--- config.mk ---
export PLATFORM = sky130hd
export DESIGN_NAME = contiguous_frame_allocator_core
export DESIGN_NICKNAME = d
export VERILOG_FILES = /design/src/hdl/cfa_pkg.sv /design/src/hdl/cfa_ram.sv /design/src/hdl/cfa_seq.sv /design/src/hdl/contiguous_frame_allocator_core.sv
export SDC_FILE = /design/constraint.sdc
export NUM_CORES = 2
export LEC_CHECK = 0
export BUFFER_PORTS_ARGS = -buffer_cell sky130_fd_sc_hd__buf_4
export CAP_MARGIN = 20
export CORE_MARGIN = 3
export CORE_UTILIZATION = 50
export CTS_CLUSTER_DIAMETER = 60
export CTS_CLUSTER_SIZE = 16
export DETAILED_ROUTE_END_ITERATION = 12
export PLACE_DENSITY = 0.72
export RECOVER_POWER = 25
export SYNTH_ARGS = -nofsm -noshare
export SYNTH_HDL_FRONTEND = slang
export SYNTH_SLANG_ARGS = --single-unit
--- constraint.sdc ---
create_clock -name clk -period 45.3 [get_ports clk]
set_input_delay 2.265 -clock clk [delete_from_list [all_inputs] [get_ports clk]]
set_output_delay 2.265 -clock clk [all_outputs]
set_load 0.03 [all_outputs]
--- src/hdl/cfa_pkg.sv ---
package cfa_pkg;

  // Default depth of the frame-state store.
  localparam int MAX_FRAMES_DEF = 1024;

  // Field widths.
  localparam int TW  = 2;   // request type
  localparam int FW  = 20;  // absolute frame number
  localparam int PW  = 11;  // frame count, pool size and pool position
  localparam int SW  = 3;   // status code
  localparam int CIW = 1;   // configuration register index

  // Request types.
  localparam logic [TW-1:0] REQ_ALLOC   = 2'd0;
  localparam logic [TW-1:0] REQ_RESERVE = 2'd1;
  localparam logic [TW-1:0] REQ_RELEASE = 2'd2;

  // Per-frame state codes.
  localparam logic [1:0] FS_FREE = 2'b11;
  localparam logic [1:0] FS_HEAD = 2'b01;
  localparam logic [1:0] FS_USED = 2'b00;

  // Status codes.
  localparam logic [SW-1:0] STAT_OK        = 3'd0;
  localparam logic [SW-1:0] STAT_NO_RUN    = 3'd1;
  localparam logic [SW-1:0] STAT_NOT_FREE  = 3'd2;
  localparam logic [SW-1:0] STAT_NOT_HEAD  = 3'd3;
  localparam logic [SW-1:0] STAT_OUT_RANGE = 3'd4;
  localparam logic [SW-1:0] STAT_BAD_COUNT = 3'd5;

  // Configuration register indexes.
  localparam logic [CIW-1:0] REG_POOL_BASE   = 1'b0;
  localparam logic [CIW-1:0] REG_POOL_FRAMES = 1'b1;

  typedef enum logic [2:0] {
    S_CLEAR,
    S_IDLE,
    S_PREP,
    S_CHECK,
    S_SCAN,
    S_MARK,
    S_DONE
  } seq_state_t;

  typedef struct packed {
    logic [TW-1:0] req_type;
    logic [FW-1:0] frame_number;
    logic [PW-1:0] frame_count;
  } req_t;

  typedef struct packed {
    logic [SW-1:0] status;
    logic [FW-1:0] head_frame;
    logic [PW-1:0] free_frames;
  } result_t;

  // Top level to sequencer.
  typedef struct packed {
    logic req_accept;
    logic init;
    logic res_take;
  } seq_ctl_t;

  // Sequencer to top level.
  typedef struct packed {
    logic busy;
    logic res_valid;
  } seq_status_t;

endpackage

--- src/hdl/cfa_ram.sv ---
module cfa_ram #(
  parameter int WIDTH = 2,
  parameter int DEPTH = 1024,
  localparam int AW = $clog2(DEPTH)
) (
  input  logic             clk,
  input  logic             we,
  input  logic [AW-1:0]    waddr,
  input  logic [WIDTH-1:0] wdata,
  input  logic [AW-1:0]    raddr,
  output logic [WIDTH-1:0] rdata
);

  logic [WIDTH-1:0] mem [DEPTH];

  always_ff @(posedge clk) begin
    if (we) begin
      mem[waddr] <= wdata;
    end
    rdata <= mem[raddr];
  end

endmodule

--- src/hdl/cfa_seq.sv ---
module cfa_seq #(
  parameter int MAX_FRAMES = cfa_pkg::MAX_FRAMES_DEF,
  localparam int AW = $clog2(MAX_FRAMES)
) (
  input  logic                  clk,
  input  logic                  rst,
  input  cfa_pkg::seq_ctl_t     ctl,
  input  cfa_pkg::req_t         req,
  input  logic [cfa_pkg::FW-1:0] pool_base,
  input  logic [cfa_pkg::PW-1:0] pool_size,
  output cfa_pkg::seq_status_t  sts,
  output cfa_pkg::result_t      res,
  output logic                  mem_we,
  output logic [AW-1:0]         mem_waddr,
  output logic [1:0]            mem_wdata,
  output logic [AW-1:0]         mem_raddr,
  input  logic [1:0]            mem_rdata
);

  import cfa_pkg::*;

  seq_state_t    state, state_next;
  logic [TW-1:0] typ, typ_next;
  logic [FW-1:0] fnum, fnum_next;
  logic [PW-1:0] cnt, cnt_next;
  logic [FW-1:0] rel, rel_next;
  logic          under, under_next;
  logic [PW-1:0] pos, pos_next;
  logic [PW-1:0] scan_end, scan_end_next;
  logic          chk_valid, chk_valid_next;
  logic [PW-1:0] chk_pos, chk_pos_next;
  logic [PW-1:0] run, run_next;
  logic [PW-1:0] mark_pos, mark_pos_next;
  logic [PW-1:0] mark_left, mark_left_next;
  logic [PW-1:0] mark_start, mark_start_next;
  logic [PW-1:0] free_cnt, free_cnt_next;
  logic [SW-1:0] stat, stat_next;
  logic          head_ok, head_ok_next;

  logic [FW:0]   rel_diff;
  logic [FW:0]   rsv_end;
  logic          rsv_over;
  logic          rls_out;
  logic [PW-1:0] rel_p;
  logic          last;
  logic [PW-1:0] run_inc;
  logic          found;
  logic          rel_first;
  logic          rls_stop;
  logic          issue;

  assign rel_diff  = {1'b0, fnum} - {1'b0, pool_base};
  assign rsv_end   = {1'b0, rel} + (FW+1)'(cnt);
  assign rsv_over  = rsv_end > (FW+1)'(pool_size);
  assign rls_out   = rel >= FW'(pool_size);
  assign rel_p     = rel[PW-1:0];
  assign last      = (chk_pos + PW'(1)) == scan_end;
  assign run_inc   = (mem_rdata == FS_FREE) ? run + PW'(1) : '0;
  assign found     = run_inc == cnt;
  assign rel_first = chk_pos == rel_p;
  // The head itself must be a head; every frame after it must be a plain used frame.
  assign rls_stop  = rel_first ? (mem_rdata != FS_HEAD) : (mem_rdata != FS_USED);
  assign issue     = (state == S_SCAN) && (pos < scan_end);

  // Next state.
  always_comb begin
    state_next = state;
    case (state)
      S_CLEAR: begin
        if (pos >= pool_size) begin
          state_next = S_IDLE;
        end
      end
      S_IDLE: begin
        if (ctl.req_accept) begin
          state_next = S_PREP;
        end
      end
      S_PREP: begin
        state_next = S_CHECK;
      end
      S_CHECK: begin
        case (typ)
          REQ_ALLOC: begin
            state_next = (cnt == '0 || cnt > free_cnt) ? S_DONE : S_SCAN;
          end
          REQ_RESERVE: begin
            state_next = (cnt == '0 || under || rsv_over) ? S_DONE : S_SCAN;
          end
          REQ_RELEASE: begin
            state_next = (under || rls_out) ? S_DONE : S_SCAN;
          end
          default: begin
            state_next = S_DONE;
          end
        endcase
      end
      S_SCAN: begin
        if (chk_valid) begin
          case (typ)
            REQ_ALLOC: begin
              if (found) begin
                state_next = S_MARK;
              end else if (last) begin
                state_next = S_DONE;
              end
            end
            REQ_RESERVE: begin
              if (mem_rdata != FS_FREE) begin
                state_next = S_DONE;
              end else if (last) begin
                state_next = S_MARK;
              end
            end
            default: begin
              if (rls_stop || last) begin
                state_next = S_DONE;
              end
            end
          endcase
        end
      end
      S_MARK: begin
        if (mark_left == PW'(1)) begin
          state_next = S_DONE;
        end
      end
      S_DONE: begin
        if (ctl.res_take) begin
          state_next = S_IDLE;
        end
      end
      default: begin
        state_next = S_CLEAR;
      end
    endcase
    if (ctl.init) begin
      state_next = S_CLEAR;
    end
  end

  // Datapath and store access.
  always_comb begin
    typ_next        = typ;
    fnum_next       = fnum;
    cnt_next        = cnt;
    rel_next        = rel;
    under_next      = under;
    pos_next        = pos;
    scan_end_next   = scan_end;
    chk_valid_next  = issue;
    chk_pos_next    = pos;
    run_next        = run;
    mark_pos_next   = mark_pos;
    mark_left_next  = mark_left;
    mark_start_next = mark_start;
    free_cnt_next   = free_cnt;
    stat_next       = stat;
    head_ok_next    = head_ok;
    mem_we          = 1'b0;
    mem_waddr       = AW'(pos);
    mem_wdata       = FS_FREE;
    mem_raddr       = AW'(pos);

    case (state)
      S_CLEAR: begin
        if (pos < pool_size) begin
          mem_we    = 1'b1;
          mem_waddr = AW'(pos);
          mem_wdata = FS_FREE;
          pos_next  = pos + PW'(1);
        end else begin
          free_cnt_next = pool_size;
        end
      end
      S_IDLE: begin
        if (ctl.req_accept) begin
          typ_next     = req.req_type;
          fnum_next    = req.frame_number;
          cnt_next     = req.frame_count;
          stat_next    = STAT_OK;
          head_ok_next = 1'b0;
        end
      end
      S_PREP: begin
        rel_next   = rel_diff[FW-1:0];
        under_next = rel_diff[FW];
      end
      S_CHECK: begin
        run_next = '0;
        case (typ)
          REQ_ALLOC: begin
            if (cnt == '0) begin
              stat_next = STAT_BAD_COUNT;
            end else if (cnt > free_cnt) begin
              stat_next = STAT_NO_RUN;
            end else begin
              pos_next      = '0;
              scan_end_next = pool_size;
            end
          end
          REQ_RESERVE: begin
            if (cnt != '0) begin
              if (under || rsv_over) begin
                stat_next = STAT_OUT_RANGE;
              end else begin
                pos_next      = rel_p;
                scan_end_next = rel_p + cnt;
              end
            end
          end
          REQ_RELEASE: begin
            if (under || rls_out) begin
              stat_next = STAT_OUT_RANGE;
            end else begin
              pos_next      = rel_p;
              scan_end_next = pool_size;
            end
          end
          default: begin
            stat_next = STAT_OK;
          end
        endcase
      end
      S_SCAN: begin
        // Reads run one frame ahead of the check of the word that comes back.
        if (issue) begin
          pos_next = pos + PW'(1);
        end
        if (chk_valid) begin
          case (typ)
            REQ_ALLOC: begin
              run_next = run_inc;
              if (found) begin
                mark_start_next = chk_pos + PW'(1) - cnt;
                mark_pos_next   = chk_pos + PW'(1) - cnt;
                mark_left_next  = cnt;
                head_ok_next    = 1'b1;
              end else if (last) begin
                stat_next = STAT_NO_RUN;
              end
            end
            REQ_RESERVE: begin
              if (mem_rdata != FS_FREE) begin
                stat_next = STAT_NOT_FREE;
              end else if (last) begin
                mark_start_next = rel_p;
                mark_pos_next   = rel_p;
                mark_left_next  = cnt;
              end
            end
            default: begin
              if (rls_stop) begin
                if (rel_first) begin
                  stat_next = STAT_NOT_HEAD;
                end
              end else begin
                mem_we        = 1'b1;
                mem_waddr     = AW'(chk_pos);
                mem_wdata     = FS_FREE;
                free_cnt_next = free_cnt + PW'(1);
              end
            end
          endcase
        end
      end
      S_MARK: begin
        mem_we         = 1'b1;
        mem_waddr      = AW'(mark_pos);
        mem_wdata      = (mark_pos == mark_start) ? FS_HEAD : FS_USED;
        mark_pos_next  = mark_pos + PW'(1);
        mark_left_next = mark_left - PW'(1);
        if (mark_left == PW'(1)) begin
          free_cnt_next = free_cnt - cnt;
        end
      end
      S_DONE: begin
        stat_next = stat;
      end
      default: begin
        pos_next = '0;
      end
    endcase

    if (ctl.init) begin
      pos_next = '0;
    end
  end

  always_ff @(posedge clk) begin
    if (rst) begin
      state     <= S_CLEAR;
      pos       <= '0;
      chk_valid <= 1'b0;
      free_cnt  <= '0;
      head_ok   <= 1'b0;
    end else begin
      state     <= state_next;
      pos       <= pos_next;
      chk_valid <= chk_valid_next;
      free_cnt  <= free_cnt_next;
      head_ok   <= head_ok_next;
    end
    typ        <= typ_next;
    fnum       <= fnum_next;
    cnt        <= cnt_next;
    rel        <= rel_next;
    under      <= under_next;
    scan_end   <= scan_end_next;
    chk_pos    <= chk_pos_next;
    run        <= run_next;
    mark_pos   <= mark_pos_next;
    mark_left  <= mark_left_next;
    mark_start <= mark_start_next;
    stat       <= stat_next;
  end

  assign sts.busy        = state != S_IDLE;
  assign sts.res_valid   = state == S_DONE;
  assign res.status      = stat;
  assign res.head_frame  = head_ok ? pool_base + FW'(mark_start) : '0;
  assign res.free_frames = free_cnt;

endmodule

--- src/hdl/contiguous_frame_allocator_core.sv ---
// Contiguous frame allocator. A pool of up to MAX_FRAMES frames, starting at
// pool_base, is tracked with a 2-bit state per frame in a frame-state RAM
// that is read and written through one sequencer, one frame per cycle. After
// reset and after each configuration write the RAM is swept to all-free, and
// no request word is taken meanwhile. A request then passes range and count
// checks in the PREP and CHECK states; one that the checks settle goes
// straight to its result. Any other first fills the RAM read pipeline and
// then: for allocate, scans from frame 0 up to the end of the first fitting
// run (the whole pool when none fits) and marks the run; for reserve, checks
// frames up to frame_count or the first frame that is not free, and marks a
// free run; for release, frees each frame of the run and reads the frame that
// ends the run, unless the run reaches the end of the pool. The DONE state then
// hands the result word to the output register, which holds it while the next
// request runs; DONE lasts while the register still holds a stalled word. The
// block then returns to IDLE, where it takes the next request word.
module contiguous_frame_allocator_core #(
  parameter int MAX_FRAMES = cfa_pkg::MAX_FRAMES_DEF
) (
  input  logic                    clk,
  input  logic                    rst,
  input  logic                    req_valid,
  output logic                    req_stall,
  input  logic [cfa_pkg::TW-1:0]  req_type,
  input  logic [cfa_pkg::FW-1:0]  frame_number,
  input  logic [cfa_pkg::PW-1:0]  frame_count,
  output logic                    rsp_valid,
  input  logic                    rsp_stall,
  output logic [cfa_pkg::SW-1:0]  status,
  output logic [cfa_pkg::FW-1:0]  head_frame,
  output logic [cfa_pkg::PW-1:0]  free_frames,
  input  logic                    cfg_valid,
  output logic                    cfg_ready,
  input  logic [cfa_pkg::CIW-1:0] cfg_index,
  input  logic [cfa_pkg::FW-1:0]  cfg_data
);

  import cfa_pkg::*;

  localparam int AW = $clog2(MAX_FRAMES);
  localparam logic [PW-1:0] MAX_CAP =
      (MAX_FRAMES > (2**PW - 1)) ? {PW{1'b1}} : PW'(MAX_FRAMES);

  logic [FW-1:0] pool_base;
  logic [PW-1:0] pool_frames;
  logic [PW-1:0] pool_size;
  seq_ctl_t      ctl;
  seq_status_t   sts;
  req_t          req;
  result_t       res;
  logic          mem_we;
  logic [AW-1:0] mem_waddr;
  logic [1:0]    mem_wdata;
  logic [AW-1:0] mem_raddr;
  logic [1:0]    mem_rdata;

  assign cfg_ready = 1'b1;
  assign pool_size = (pool_frames > MAX_CAP) ? MAX_CAP : pool_frames;

  always_ff @(posedge clk) begin
    if (rst) begin
      pool_base   <= '0;
      pool_frames <= PW'(1024);
    end else if (cfg_valid && cfg_ready) begin
      case (cfg_index)
        REG_POOL_BASE: begin
          pool_base <= cfg_data;
        end
        REG_POOL_FRAMES: begin
          pool_frames <= cfg_data[PW-1:0];
        end
        default: begin
          pool_base <= pool_base;
        end
      endcase
    end
  end

  assign req_stall        = sts.busy;
  assign req.req_type     = req_type;
  assign req.frame_number = frame_number;
  assign req.frame_count  = frame_count;

  assign ctl.req_accept = req_valid && !req_stall;
  assign ctl.init       = cfg_valid && cfg_ready;
  assign ctl.res_take   = !rsp_valid || !rsp_stall;

  cfa_seq #(
    .MAX_FRAMES(MAX_FRAMES)
  ) u_seq (
    .clk      (clk),
    .rst      (rst),
    .ctl      (ctl),
    .req      (req),
    .pool_base(pool_base),
    .pool_size(pool_size),
    .sts      (sts),
    .res      (res),
    .mem_we   (mem_we),
    .mem_waddr(mem_waddr),
    .mem_wdata(mem_wdata),
    .mem_raddr(mem_raddr),
    .mem_rdata(mem_rdata)
  );

  cfa_ram #(
    .WIDTH(2),
    .DEPTH(MAX_FRAMES)
  ) u_store (
    .clk  (clk),
    .we   (mem_we),
    .waddr(mem_waddr),
    .wdata(mem_wdata),
    .raddr(mem_raddr),
    .rdata(mem_rdata)
  );

  // Output register: the finished word waits here while the next request runs.
  always_ff @(posedge clk) begin
    if (rst) begin
      rsp_valid <= 1'b0;
    end else if (ctl.res_take) begin
      rsp_valid <= sts.res_valid;
    end
    if (ctl.res_take && sts.res_valid) begin
      status      <= res.status;
      head_frame  <= res.head_frame;
      free_frames <= res.free_frames;
    end
  end

  // Once a request is taken the block stays busy for at least the next cycle.
  assert property (@(posedge clk) disable iff (rst)
    req_valid && !req_stall |=> req_stall)
    else $error("request taken but block not busy afterwards");

  // A head frame is only reported for a successful allocate.
  assert property (@(posedge clk) disable iff (rst)
    rsp_valid && head_frame != '0 |-> status == STAT_OK)
    else $error("head frame reported with an error status");

  // A new result word only appears when the sequencer has one ready.
  assert property (@(posedge clk) disable iff (rst)
    $rose(rsp_valid) |-> $past(sts.res_valid))
    else $error("result word appeared without a finished request");

endmodule

==> qor.txt <==
================================================================================
Outcome ........................................................... finished with violations
Violations in the final reports ................................... capacitance limit, slew limit
Maximum clock frequency ...........................................     75.7 MHz
Post-synth top area share .........................................        67.7%
Area of the placeable core ........................................    0.193 mm2
Crit path kind .................................................... register to register
Post-DRT Antenna Nets .............................................            0
Initial cell density of the core ..................................        50.5%
Final slew viol count .............................................         1372
Area taken by flip-flops and latches ..............................   0.0673 mm2
Final-layout setup total negative slack ...........................         0 ns
Number of endpoints with negative hold slack in the final report ..            0
Fill cell total of the finished layout ............................        14900
Clock network latency to the later pin of the worst-skew pair .....      0.85 ns
Violation count after the first detailed-route iteration ..........         9201
Number of rows in the core area ...................................          161
Number of levels the H-tree was split into ........................            4
Dominant register cell in the synthesized netlist ................. sky130_fd_sc_hd__edfxtp_1
Critical path arrival .............................................     12.41 ns
Estimated wirelength of the detail-placed design ..................    162000 um
Most frequent cells after synthesis ............................... sky130_fd_sc_hd__edfxtp_1, sky130_fd_sc_hd__nor2_1, sky130_fd_sc_hd__mux4_2
Die Footprint .....................................................    0.200 mm2
CTS buffer count ..................................................          174
Routed len/inst ...................................................      30.9 um
Cell taking the most area after synthesis ......................... sky130_fd_sc_hd__edfxtp_1
Endpoint class of the critical path ...............................     register
EDFF count, synth .................................................         2194
Clock transition at the registers of the reported paths ...........      0.06 ns
Max Fanout on Critical Path .......................................          249
Chip Width ........................................................       447 um
Vias in the first global route ....................................        57500
Clock tree buffer depth ...........................................            3
Headroom to the max-slew limit ....................................        -556%
Pwr Density .......................................................  44.3 mW/mm2
Post-Syn Area per Cell ............................................     15.4 um2
I/O pin total .....................................................           96
CTS root buf ...................................................... sky130_fd_sc_hd__clkbuf_16
Main area contributors after synthesis ............................ sky130_fd_sc_hd__edfxtp_1, sky130_fd_sc_hd__mux4_2, sky130_fd_sc_hd__nor2_1
# Post-CTS Setup Buffers ..........................................            0
Post-synthesis sequential area ratio ..............................        69.1%
Number of unique standard cell types used by synthesis ............           93
Dominant cell by count in the synthesized netlist ................. sky130_fd_sc_hd__edfxtp_1
Tightest Pin Transition ...........................................      9.84 ns
Critical Path Start Type ..........................................     register
Height of the die .................................................       447 um
Largest net degree at the start of global routing .................          250
Max_cap viols .....................................................           20
Synthesized Nets ..................................................         6507
Routed via count divided by cell count ............................         6.63
Path class of the lowest-slack min-delay path ..................... register to register
Required time at the endpoint of the critical path ................     44.51 ns
Initial antenna violation count ...................................           12
Synth Register Bits ...............................................         2266
Number of port buffers ............................................           94
First-pass GRT wire length ........................................    396000 um
RD Place Congestion ...............................................        0.929
Drt drc ...........................................................            0
Final critical delay including setup and external delays ..........     13.20 ns
TritonCTS Sinks ...................................................         2266
Detailed-route via count ..........................................        59100
Cell area after synthesis .........................................   0.0974 mm2
Number of cells produced by synthesis .............................         6321
Clock tree from TritonCTS .........................................        built
Share of synthesized flip-flops with an asynchronous set or reset .           0%
Global route total overflow .......................................            0
Setup slack on the worst flop-to-flop path ........................     32.10 ns
Global-route total usage across every layer .......................        27.3%
Syn. warnings .....................................................            0
Share of post-route cells with drive strength above 1 .............        15.5%
Post-layout total power ...........................................      4.71 mW
Resized Gates After CTS ...........................................            0
Final Cycle Share .................................................        29.1%
First-pass iteration count of the detailed router .................            8
Unrepaired setup endpoints after global routing ...................        false
Worst supply voltage drop on vdd ..................................      41.0 uV
Leakage power summed over all cells ...............................      35.0 nW
Clock skew after layout ...........................................    0.0470 ns
Overall routed net length .........................................    275000 um
Final number of setup-violating endpoints .........................            0
Post-layout nets ..................................................         6493
CTS Hold Bufs .....................................................            0
Synth-to-layout area growth .......................................        9.05%
Footprint of the multi-input gates ................................   0.0281 mm2
================================================================================
==> sequential cells by signal, indices dropped and copies added, names as in the netlist, 20 cells and up <==
name         count
u_store.mem   2048
head_frame      20
pool_base       20
u_seq.fnum      20
u_seq.rel       20
==> routing by layer <==
| metal | part of all wire [%] | track usage [%] | up-vias |
|---|---|---|---|
| met3 | 13 | 6.39 | 731 |
| met2 | 46 | 42.7 | 4290 |
| met5 | 0.014 | 0 | - |
| met1 | 36 | 36.9 | 29800 |
| met4 | 5.1 | 12.0 | 6 |
| li1 | - | - | 24300 |
==> power breakdown <==
part           switching [mW]  total, mW  leakage (nW)  internal [mW]
clock                   0.746       1.49          2.53          0.741
combinational           0.543      0.850          9.30          0.307
sequential             0.0503       2.37          23.2           2.32
==> per-stage QoR <==
stage | utilization (%) | setup WS [ns] | hold WS [ns] | area (um2) | instances
2_1_floorplan | - | 15.60 | 0.352 | 97400 | 6321
3_3_place_gp | 52.2 | 39.34 | 0.447 | 101000 | 8645
3_5_place_dp | 52.3 | 39.19 | 0.457 | 101000 | 8652
4_1_cts | 55.0 | 39.17 | 0.466 | 106000 | 8903
5_1_grt | 55.0 | 30.86 | 0.485 | 106000 | 8913
6_report | 55.0 | 32.10 | 0.465 | 106000 | 8918
==> area by class of cell <==
cell class                      instances  area share, %
Inverter                               92          0.328
Clock inverter                         48          0.682
Multi-Input combinational cell       3521           26.4
Sequential cell                      2266           63.4
Tap cell                             2526           2.98
Timing Repair Buffer                  252           1.89
Antenna cell                           10         0.0236
Clock buffer                          203           4.26
==> critical path, stage by stage, from the launching register on <==
cell	delay [ns]
sky130_fd_sc_hd__dfxtp_1	0.38
sky130_fd_sc_hd__inv_1	0.08
sky130_fd_sc_hd__ha_1	0.29
sky130_fd_sc_hd__and2_0	0.29
sky130_fd_sc_hd__clkinvlp_2	3.14
sky130_fd_sc_hd__clkbuf_1	6.90
==> final timing paths <==
path | startpoint | to | cells past startpoint
max | u_seq.state[1] | u_store.mem[276][1] | 5
min | pool_frames[1] | pool_frames[1] | 2
max reg2reg | u_seq.state[1] | u_store.mem[276][1] | 5
min reg2reg | pool_frames[1] | pool_frames[1] | 2
==> cells by family (layout without fill, tap and decap cells) <==
family	after synthesis	in the layout	share of synthesized area, %
flops	2266	2266	69.1
simple gates	1856	1856	8.01
compound gates	760	760	5.34
mux	643	643	12.4
buf+inv	534	595	2.21
xor+xnor	134	134	1.23
fa+ha+maj	127	127	1.67
other cells	1	11	0.00385
==> cell usage in the layout, fill, tap and decap left out, drive strengths merged, types with 30 or more instances in the layout <==
cell type / synthesis / layout
nor2: 1180 / 1180
buf: 144 / 195
nand2: 305 / 305
xnor2: 97 / 97
a21oi: 174 / 174
nor3: 62 / 62
nor2b: 32 / 32
nand4: 32 / 32
o22ai: 43 / 43
a22oi: 85 / 85
clkbuf: 298 / 260
mux4: 448 / 448
ha: 122 / 122
dfxtp: 72 / 72
nand3: 76 / 76
and3: 31 / 31
mux2i: 180 / 180
xor2: 35 / 35
o21ai: 126 / 126
clkinv: 3 / 30
inv: 89 / 103
a221oi: 64 / 64
edfxtp: 2194 / 2194
a211oi: 37 / 37
Power figures use the tool's default switching activity.
